<file path="config.mk">
export PLATFORM = sky130hd
export DESIGN_NAME = gradient_colormap_lookup
export DESIGN_NICKNAME = d
export VERILOG_FILES = /design/src/rtl/gcl_pkg.sv /design/src/rtl/gcl_divider.sv /design/src/rtl/gradient_colormap_lookup.sv
export SDC_FILE = /design/constraint.sdc
export NUM_CORES = 2
export LEC_CHECK = 0
export BUFFER_PORTS_ARGS = -buffer_cell sky130_fd_sc_hd__buf_2
export CAP_MARGIN = 30
export CORE_MARGIN = 5
export CORE_UTILIZATION = 40
export DETAILED_ROUTE_END_ITERATION = 16
export SLEW_MARGIN = 10
export SYNTH_ARGS = -nofsm -noshare
export SYNTH_HDL_FRONTEND = slang
export SYNTH_SLANG_ARGS = --single-unit
</file>
<file path="constraint.sdc">
create_clock -name clock -period 6.95 [get_ports clock]
set_input_delay 0.3475 -clock clock [delete_from_list [all_inputs] [get_ports clock]]
set_output_delay 0.3475 -clock clock [all_outputs]
set_load 0.05 [all_outputs]
</file>
<file path="src/rtl/gcl_pkg.sv">
// ----------------------------------------------------------------------------
// gcl_pkg: shared types and constants for the gradient colormap lookup
// Control point layout, register codes, reset values and pipeline widths.
// ----------------------------------------------------------------------------
package gcl_pkg;

   localparam int NUM_POINTS     = 6;
   localparam int NUM_SEGS       = NUM_POINTS - 1;
   localparam int MAX_POINTS     = 6;
   localparam int TABLE_ENTRIES  = 256;

   localparam int IDX_W          = 8;
   localparam int POS_W          = 9;
   localparam int COL_W          = 32;
   localparam int CH_W           = 8;
   localparam int NUM_CH         = COL_W / CH_W;
   localparam int SEG_W          = 3;
   localparam int NUM_W          = 17;
   localparam int DIV_STAGES     = 4;
   localparam int BITS_PER_STAGE = CH_W / DIV_STAGES;

   localparam int ADDR_W         = 6;
   localparam int DATA_W         = 64;
   localparam int REG_SEL_W      = 3;

   // register codes, one per 8-byte slot
   localparam logic [REG_SEL_W-1:0] REG_POINT_ZERO    = 3'd0;
   localparam logic [REG_SEL_W-1:0] REG_POINT_FIVE    = 3'd5;
   localparam logic [REG_SEL_W-1:0] REG_SEGMENT_COUNT = 3'd6;

   typedef struct packed {
      logic [POS_W-1:0] pos;
      logic [COL_W-1:0] color;
   } point_type;

   typedef struct packed {
      logic valid;
      logic covered;
   } ctl_type;

   typedef logic [NUM_W-1:0] num_type;

   localparam logic [POS_W+COL_W-1:0] POINT_RESET [NUM_POINTS] = '{
      41'h000FF202020,
      41'h019FF2030A0,
      41'h032FFA040A0,
      41'h04BFFFF9040,
      41'h064FFFFFFFF,
      41'h100FFFFFFFF
   };

   localparam logic [SEG_W-1:0] SEG_COUNT_RESET = 3'd5;
   localparam logic [SEG_W-1:0] SEG_LIMIT       = SEG_W'(MAX_POINTS - 1);

endpackage

</file>
<file path="src/rtl/gcl_divider.sv">
// ----------------------------------------------------------------------------
// gcl_divider: pipelined restoring divider, four color channels in parallel
// Retires two quotient bits per stage; control rides along with the data.
// ----------------------------------------------------------------------------
module gcl_divider (
   input  logic                                      clock,
   input  logic                                      reset,
   input  gcl_pkg::ctl_type                          in_ctl,
   input  gcl_pkg::num_type [gcl_pkg::NUM_CH-1:0]    in_num,
   input  logic [gcl_pkg::POS_W-1:0]                 in_dist,
   output gcl_pkg::ctl_type                          out_ctl,
   output logic [gcl_pkg::COL_W-1:0]                 out_quo
);
   import gcl_pkg::*;

   localparam int LAST = DIV_STAGES - 1;

   ctl_type                         ctl_ff   [DIV_STAGES];
   ctl_type                         ctl_in   [DIV_STAGES];
   num_type    [NUM_CH-1:0]         rem_ff   [DIV_STAGES];
   num_type    [NUM_CH-1:0]         rem_in   [DIV_STAGES];
   logic [NUM_CH-1:0][CH_W-1:0]     quo_ff   [DIV_STAGES];
   logic [NUM_CH-1:0][CH_W-1:0]     quo_in   [DIV_STAGES];
   logic [POS_W-1:0]                dist_ff  [DIV_STAGES];
   logic [POS_W-1:0]                dist_in  [DIV_STAGES];

   ctl_type                         src_ctl  [DIV_STAGES];
   num_type    [NUM_CH-1:0]         src_rem  [DIV_STAGES];
   logic [NUM_CH-1:0][CH_W-1:0]     src_quo  [DIV_STAGES];
   logic [POS_W-1:0]                src_dist [DIV_STAGES];

   // stage sources: the first stage takes the port, the rest the stage before
   always_comb begin
      src_ctl[0]  = in_ctl;
      src_rem[0]  = in_num;
      src_quo[0]  = '0;
      src_dist[0] = in_dist;
      for (int s = 1; s < DIV_STAGES; s++) begin
         src_ctl[s]  = ctl_ff[s-1];
         src_rem[s]  = rem_ff[s-1];
         src_quo[s]  = quo_ff[s-1];
         src_dist[s] = dist_ff[s-1];
      end
   end

   // trial subtract of the shifted divisor, most significant bit first
   always_comb begin
      num_type         r;
      num_type         sh;
      logic [CH_W-1:0] q;
      int              b;
      for (int s = 0; s < DIV_STAGES; s++) begin
         ctl_in[s]  = src_ctl[s];
         dist_in[s] = src_dist[s];
         for (int c = 0; c < NUM_CH; c++) begin
            r = src_rem[s][c];
            q = src_quo[s][c];
            for (int j = 0; j < BITS_PER_STAGE; j++) begin
               b  = CH_W - 1 - s * BITS_PER_STAGE - j;
               sh = NUM_W'(src_dist[s]) << b;
               if (r >= sh) begin
                  r    = r - sh;
                  q[b] = 1'b1;
               end
            end
            rem_in[s][c] = r;
            quo_in[s][c] = q;
         end
      end
   end

   always_ff @(posedge clock) begin
      if (reset) begin
         for (int s = 0; s < DIV_STAGES; s++) begin
            ctl_ff[s] <= '0;
         end
      end else begin
         for (int s = 0; s < DIV_STAGES; s++) begin
            ctl_ff[s] <= ctl_in[s];
         end
      end
   end

   always_ff @(posedge clock) begin
      for (int s = 0; s < DIV_STAGES; s++) begin
         rem_ff[s]  <= rem_in[s];
         quo_ff[s]  <= quo_in[s];
         dist_ff[s] <= dist_in[s];
      end
   end

   assign out_ctl = ctl_ff[LAST];
   assign out_quo = quo_ff[LAST];

   // control must line up with the data it was launched with
   assert property (@(posedge clock) disable iff (reset)
      out_ctl.valid |-> $past(in_ctl.valid, DIV_STAGES))
      else $error("divider valid out of step with its input");

   assert property (@(posedge clock) disable iff (reset)
      out_ctl.valid |-> (out_ctl.covered == $past(in_ctl.covered, DIV_STAGES)))
      else $error("divider covered flag out of step with its input");

   // a finished division leaves a remainder below the divisor
   assert property (@(posedge clock) disable iff (reset)
      (out_ctl.valid && out_ctl.covered) |->
         (rem_ff[LAST][0] < NUM_W'(dist_ff[LAST])) &&
         (rem_ff[LAST][1] < NUM_W'(dist_ff[LAST])) &&
         (rem_ff[LAST][2] < NUM_W'(dist_ff[LAST])) &&
         (rem_ff[LAST][3] < NUM_W'(dist_ff[LAST])))
      else $error("divider remainder not below divisor");

endmodule

</file>
<file path="src/rtl/gradient_colormap_lookup.sv">
// ----------------------------------------------------------------------------
// gradient_colormap_lookup: piecewise-linear ARGB gradient color per index
// Segment match, operand setup, channel products and a pipelined divider.
// ----------------------------------------------------------------------------
// Each index passes the stage 1 to 4 registers and then the divider stages before its result strobes.
// Throughput: one index per cycle; busy never rises, the pipeline has no holds.
// The depth is set by the 4-stage divider behind 4 capture/match/operand/product stages.
// Reset clears every stage valid bit and restores the control points and the
// segment count to their defaults; the receiver cannot stall the result path.
// ----------------------------------------------------------------------------
module gradient_colormap_lookup (
   input  logic                            clock,
   input  logic                            reset,
   // index channel
   input  logic                            start,
   output logic                            busy,
   input  logic [gcl_pkg::IDX_W-1:0]       req_index,
   // result channel
   output logic                            rsp_strobe,
   output logic [gcl_pkg::COL_W-1:0]       rsp_color,
   output logic                            rsp_covered,
   // register port
   input  logic                            psel,
   input  logic                            penable,
   input  logic                            pwrite,
   input  logic [gcl_pkg::ADDR_W-1:0]      paddr,
   input  logic [gcl_pkg::DATA_W-1:0]      pwdata,
   output logic [gcl_pkg::DATA_W-1:0]      prdata,
   output logic                            pready
);
   import gcl_pkg::*;

   localparam int PIPE_DEPTH = 4 + DIV_STAGES;

   // ------------------------------------------------------------------
   // Configuration registers
   // ------------------------------------------------------------------
   point_type               point_ff [NUM_POINTS];
   point_type               point_in [NUM_POINTS];
   logic [SEG_W-1:0]        segment_count_ff;
   logic [SEG_W-1:0]        segment_count_in;
   logic                    csr_write;
   logic [REG_SEL_W-1:0]    csr_sel;

   assign pready    = 1'b1;
   assign csr_write = psel & penable & pwrite & pready;
   assign csr_sel   = paddr[ADDR_W-1:3];

   // Decode the write; slots beyond the list drop the transfer.
   always_comb begin
      for (int i = 0; i < NUM_POINTS; i++) begin
         point_in[i] = point_ff[i];
      end
      segment_count_in = segment_count_ff;
      if (csr_write) begin
         unique case (csr_sel) inside
            [REG_POINT_ZERO:REG_POINT_FIVE]: begin
               point_in[csr_sel] = pwdata[POS_W+COL_W-1:0];
            end
            REG_SEGMENT_COUNT: begin
               segment_count_in = pwdata[SEG_W-1:0];
            end
            default: begin
            end
         endcase
      end
   end

   always_comb begin
      unique case (csr_sel) inside
         [REG_POINT_ZERO:REG_POINT_FIVE]: prdata = DATA_W'(point_ff[csr_sel]);
         REG_SEGMENT_COUNT:               prdata = DATA_W'(segment_count_ff);
         default:                         prdata = '0;
      endcase
   end

   always_ff @(posedge clock) begin
      if (reset) begin
         for (int i = 0; i < NUM_POINTS; i++) begin
            point_ff[i] <= POINT_RESET[i];
         end
         segment_count_ff <= SEG_COUNT_RESET;
      end else begin
         for (int i = 0; i < NUM_POINTS; i++) begin
            point_ff[i] <= point_in[i];
         end
         segment_count_ff <= segment_count_in;
      end
   end

   // ------------------------------------------------------------------
   // Stage 1: capture the index on an accepted transfer
   // ------------------------------------------------------------------
   ctl_type              s1_ctl_ff, s1_ctl_in;
   logic [IDX_W-1:0]     s1_index_ff, s1_index_in;

   // Every stage advances each cycle, so a new index is always welcome.
   assign busy = 1'b0;

   always_comb begin
      s1_ctl_in.valid   = start & ~busy;
      s1_ctl_in.covered = 1'b0;
      s1_index_in       = req_index;
   end

   // ------------------------------------------------------------------
   // Stage 2: find the lowest segment with start <= index < end, and
   // latch its end points so later stages never look at live config
   // ------------------------------------------------------------------
   ctl_type              s2_ctl_ff, s2_ctl_in;
   logic [IDX_W-1:0]     s2_index_ff, s2_index_in;
   logic [POS_W-1:0]     s2_v1_ff, s2_v1_in;
   logic [POS_W-1:0]     s2_v2_ff, s2_v2_in;
   logic [COL_W-1:0]     s2_c1_ff, s2_c1_in;
   logic [COL_W-1:0]     s2_c2_ff, s2_c2_in;

   logic [SEG_W-1:0]     segs_used;
   logic [SEG_W-1:0]     seg_pick;
   logic                 seg_found;
   logic                 in_table;
   logic [POS_W-1:0]     idx_wide;

   always_comb begin
      // clamp an oversized count to the number of segments the points allow
      segs_used = (segment_count_ff > SEG_LIMIT) ? SEG_LIMIT : segment_count_ff;
      idx_wide  = POS_W'(s1_index_ff);
      in_table  = idx_wide < POS_W'(TABLE_ENTRIES);
      seg_found = 1'b0;
      seg_pick  = '0;
      // walk down so the lowest matching segment is the one kept
      for (int k = NUM_SEGS - 1; k >= 0; k--) begin
         if ((SEG_W'(k) < segs_used) &&
             (point_ff[k].pos <= idx_wide) &&
             (idx_wide < point_ff[k+1].pos)) begin
            seg_found = 1'b1;
            seg_pick  = SEG_W'(k);
         end
      end
      s2_ctl_in.valid   = s1_ctl_ff.valid;
      s2_ctl_in.covered = seg_found & in_table;
      s2_index_in       = s1_index_ff;
      s2_v1_in          = point_ff[seg_pick].pos;
      s2_v2_in          = point_ff[seg_pick + SEG_W'(1)].pos;
      s2_c1_in          = point_ff[seg_pick].color;
      s2_c2_in          = point_ff[seg_pick + SEG_W'(1)].color;
   end

   // ------------------------------------------------------------------
   // Stage 3: segment length and the two blend weights
   // ------------------------------------------------------------------
   ctl_type              s3_ctl_ff, s3_ctl_in;
   logic [POS_W-1:0]     s3_dist_ff, s3_dist_in;
   logic [IDX_W-1:0]     s3_d_ff, s3_d_in;
   logic [POS_W-1:0]     s3_wd_ff, s3_wd_in;
   logic [COL_W-1:0]     s3_c1_ff, s3_c1_in;
   logic [COL_W-1:0]     s3_c2_ff, s3_c2_in;

   always_comb begin
      s3_ctl_in  = s2_ctl_ff;
      s3_dist_in = s2_v2_ff - s2_v1_ff;
      // start sits at or below the index on a hit, so the low byte suffices
      s3_d_in    = s2_index_ff - s2_v1_ff[IDX_W-1:0];
      // dist - d collapses to end - index
      s3_wd_in   = s2_v2_ff - POS_W'(s2_index_ff);
      s3_c1_in   = s2_c1_ff;
      s3_c2_in   = s2_c2_ff;
   end

   // ------------------------------------------------------------------
   // Stage 4: weighted channel sums d*c2 + (dist-d)*c1
   // ------------------------------------------------------------------
   ctl_type                   s4_ctl_ff, s4_ctl_in;
   num_type [NUM_CH-1:0]      s4_num_ff, s4_num_in;
   logic [POS_W-1:0]          s4_dist_ff, s4_dist_in;

   always_comb begin
      s4_ctl_in  = s3_ctl_ff;
      s4_dist_in = s3_dist_ff;
      for (int c = 0; c < NUM_CH; c++) begin
         s4_num_in[c] = NUM_W'(s3_d_ff)  * NUM_W'(s3_c2_ff[c*CH_W +: CH_W]) +
                        NUM_W'(s3_wd_ff) * NUM_W'(s3_c1_ff[c*CH_W +: CH_W]);
      end
   end

   // ------------------------------------------------------------------
   // Pipeline registers: valid bits reset, payload free-running
   // ------------------------------------------------------------------
   always_ff @(posedge clock) begin
      if (reset) begin
         s1_ctl_ff <= '0;
         s2_ctl_ff <= '0;
         s3_ctl_ff <= '0;
         s4_ctl_ff <= '0;
      end else begin
         s1_ctl_ff <= s1_ctl_in;
         s2_ctl_ff <= s2_ctl_in;
         s3_ctl_ff <= s3_ctl_in;
         s4_ctl_ff <= s4_ctl_in;
      end
   end

   always_ff @(posedge clock) begin
      s1_index_ff <= s1_index_in;
      s2_index_ff <= s2_index_in;
      s2_v1_ff    <= s2_v1_in;
      s2_v2_ff    <= s2_v2_in;
      s2_c1_ff    <= s2_c1_in;
      s2_c2_ff    <= s2_c2_in;
      s3_dist_ff  <= s3_dist_in;
      s3_d_ff     <= s3_d_in;
      s3_wd_ff    <= s3_wd_in;
      s3_c1_ff    <= s3_c1_in;
      s3_c2_ff    <= s3_c2_in;
      s4_num_ff   <= s4_num_in;
      s4_dist_ff  <= s4_dist_in;
   end

   // ------------------------------------------------------------------
   // Stages 5 to 8: divide each channel sum by the segment length
   // ------------------------------------------------------------------
   ctl_type              div_ctl;
   logic [COL_W-1:0]     div_quo;

   gcl_divider u_divider (
      .clock    (clock),
      .reset    (reset),
      .in_ctl   (s4_ctl_ff),
      .in_num   (s4_num_ff),
      .in_dist  (s4_dist_ff),
      .out_ctl  (div_ctl),
      .out_quo  (div_quo)
   );

   // Present each result for one cycle; drop the color when uncovered.
   assign rsp_strobe  = div_ctl.valid;
   assign rsp_covered = div_ctl.covered;
   assign rsp_color   = div_ctl.covered ? div_quo : '0;

   // ------------------------------------------------------------------
   // Assertions
   // ------------------------------------------------------------------
   assert property (@(posedge clock) disable iff (reset)
      rsp_strobe |-> $past(start && !busy, PIPE_DEPTH))
      else $error("result transfer without a matching index transfer");

   assert property (@(posedge clock) disable iff (reset)
      (s3_ctl_ff.valid && s3_ctl_ff.covered) |->
         ((s3_dist_ff != '0) && (POS_W'(s3_d_ff) < s3_dist_ff)))
      else $error("covered item with empty segment or offset past its end");

   assert property (@(posedge clock) disable iff (reset)
      (s3_ctl_ff.valid && s3_ctl_ff.covered) |->
         ((POS_W'(s3_d_ff) + s3_wd_ff) == s3_dist_ff))
      else $error("blend weights do not sum to the segment length");

endmodule
</file>
==> reports/qor.csv <==
metric,value,unit
status,completed,
num_vias,54100,
r2r_slack,0.75,ns
max_cap_viol_count,0,
area_growth,10.6,%
dp_hpwl,135000,um
crit_family,adder cells,
drt_iter0_drc,4411,
async_reset_ff_share,0,%
worstHoldStart,reset,
critPathArrivalTime,6.78,ns
yosys-top-cells-area,"dfxtp_1 25%, fa_1 13%, ha_1 12%",
track_usage,21.2,%
root_buffer,clkbuf_16,
tightest_slew,0.962,ns
cp_slowest_stage_delay,0.94,ns
worst-path-buf-inv,6,
synth_top_area_share,25.5,%
endpoint_kind,flip-flop,
hold_viol_final,0,
coreArea,0.165,mm2
slowest_stage,dfxtp_1,
yosysWarnings,0,
drc,0,
io_pins,184,
worstPathRequired,7.54,ns
die_w,416,um
grt_pass1_vias,54000,
ant_nets,0,
ys_ff_latch,840,
synth_flop_cell,dfxtp_1,
grt_max_degree,117,
synth_area_leader_cell,dfxtp_1,
path_depth,22,
wl,188000,um
r2r-end,s4_num_ff[50],
critical_path.startpoint_type,flip-flop,
fin_crit_sh,89.2,%
drive_above_1_share,7.88,%
first_pass_iters,6,
synth_edf_count,0,
rsz0062_at_grt,false,
synth.avg_cell_area,8.54,um2
rows,149,
grt-ovfl-total,0,
antenna_found_initial,15,
cp_max_fo,15,
clk-insertion-delay-late,0.74,ns
io_buffers,132,
clock-sinks,840,
hold_path.class,input pin to flip-flop,
fillCellCount,16000,
layout.nets,8943,
grt_pass1_wl,298000,um
die-area,0.173,mm2
floorplan.initialDensity,40.1,%
setup_tns,0,ns
dieHeight,416,um
cts_tree,done,
wl_per_cell,18.7,um
drv_slew,0,
syn_inst,7730,
syn_area,0.0660,mm2
max_slew_margin,35.9,%
cp_cell_sequence,"buf_4, and2_1, fa_1, ha_1, inv_1, fa_1, inv_1, fa_1, inv_1, fa_1, inv_1, fa_1, ha_1, inv_1, o21bai_1, a21oi_1, o21ai_0, a41oi_1, a21oi_1, a21o_1, a21oi_1, xnor2_1",
rr_worst_depth,22,
clock_path_buffers,3,
crit_type,flip-flop to flip-flop,
ys_seq_area_share,25.5,%
clk_pin_slew,0.06,ns
hold_depth,2,
fmaxAchievable,0.161,GHz
cts_buffers,98,
r2r-start,s3_d_ff[2],
synth_cell_types,95,
setup_viol,0,
via_per_inst,5.38,
skew,0.0527,ns
cts_resized,0,
crit_end,s4_num_ff[50],
gp_congestion,0.891,
setup.worst_path.start,s3_d_ff[2],
htreeDepth,3,
post-route-min-period,6.20,ns
==> routing by layer <==
metal  GRT usage, %  vias to the layer above  share of wire (%)
li1               -                    26200                  -
met4           8.35                        6                4.3
met1           27.7                    25900                 44
met3           2.75                      446                5.6
met5              0                        -              0.020
met2           35.8                     1626                 46
==> cells by family after synthesis <==
kind of cell | Yosys count | share of synthesized area [%]
xor gates and xnor gates | 273 | 3.62
DFF | 840 | 25.5
other | 2 | 0.0114
muxes | 320 | 5.08
AOI/OAI and AO/OA | 1471 | 14.1
buffers and inverters | 1153 | 6.76
adders and majority gates | 1062 | 25.2
and+or+nand+nor | 2609 | 19.8
==> worst reg2reg max path: cells and delay by family, from the launching register on <==
family	cells	cell delay (ns)
AOI/OAI and AO/OA	7	1.35
buffers and inverters	6	0.60
and+or+nand+nor	1	0.15
xor gates and xnor gates	1	0.08
DFF	1	0.94
adders and majority gates	7	2.96
==> cell usage after synthesis, types with 123 or more instances <==
master and n:
nand2_1 941, dfxtp_1 840, inv_1 785, ha_1 619
a21oi_1 540, fa_1 443, nor2_1 399, and2_1 392
clkbuf_1 290, o21ai_0 272, mux2i_1 197, xnor2_1 169
nor2b_1 163, nor3_1 161, mux2_2 123
==> cell usage in the layout, fill, tap and decap left out, drive strengths merged, types with 56 or more instances in the layout <==
cell type / n
nand2: 941
dfxtp: 840
inv: 798
ha: 619
a21oi: 540
fa: 443
nor2: 399
and2: 395
o21ai: 278
buf: 256
mux2i: 197
xnor2: 169
nor2b: 163
nor3: 161
clkbuf: 129
mux2: 123
a21o: 109
or3: 108
xor2: 104
nand3b: 98
o21a: 88
nand4: 86
a211oi: 64
nand3: 59
nand2b: 59
a211o: 56
==> state kept, by name, indices dropped and copies added (netlist names), 2 cells and up <==
| register | flops |
|---|---|
| segment_count_ff | 3 |
| s2_c1_ff | 32 |
| s2_v1_ff | 9 |
| s3_ctl_ff | 2 |
| s2_index_ff | 8 |
| u_divider.ctl_ff | 8 |
| s3_c1_ff | 32 |
| s4_num_ff | 68 |
| s3_dist_ff | 9 |
| u_divider.rem_ff | 204 |
| s2_ctl_ff | 2 |
| s3_wd_ff | 9 |
| s4_ctl_ff | 2 |
| point_ff | 246 |
| s2_v2_ff | 9 |
| s1_index_ff | 8 |
| s3_d_ff | 8 |
| s4_dist_ff | 9 |
| s2_c2_ff | 32 |
| s3_c2_ff | 32 |
| u_divider.quo_ff | 80 |
| u_divider.dist_ff | 27 |
==> metrics by stage <==
stage / hold slack [ns] / instances / setup slack (ns) / utilization, % / instance area [um2]
after floorplan: 0.310 / 7753 / 1.57 / - / 66100
after detailed placement: 0.312 / 9834 / 0.823 / 42.0 / 69200
after CTS: 0.155 / 10100 / 0.783 / 44.4 / 73000
after global routing: 0.205 / 10100 / 0.555 / 44.4 / 73100
after global placement: 0.311 / 9832 / 0.894 / 42.0 / 69100
final: 0.211 / 10100 / 0.753 / 44.4 / 73100
==> worst min path at each step <==
stage | to | slack, ns
floorplan | s3_c1_ff[0] | 0.31
global placement | s3_c2_ff[29] | 0.31
detailed placement | u_divider.quo_ff[1][23] | 0.31
CTS | segment_count_ff[1] | 0.15
global route | point_ff[3][2] | 0.21
finish | point_ff[3][2] | 0.21
==> final cells by class <==
class	count	area, um2	area share [%]
multi-input cells	5760	45000	61.6
flip-flops and latches	840	16800	23.0
inverters	790	2970	4.06
well taps	2189	2740	3.75
clock buffers	128	2720	3.72
repair buffers	307	2160	2.96
clock inverters	46	662	0.906
diodes	7	17.5	0.0240
==> timing repair <==
item,4_1_cts,5_1_grt
buffers inserted,0,0
hold buffers,50,0
hold endpoints to repair,258,0
Power is left out: the tool's default activity adds up to more than one toggle a clock period on the data nets, which glitch-free logic cannot reach.
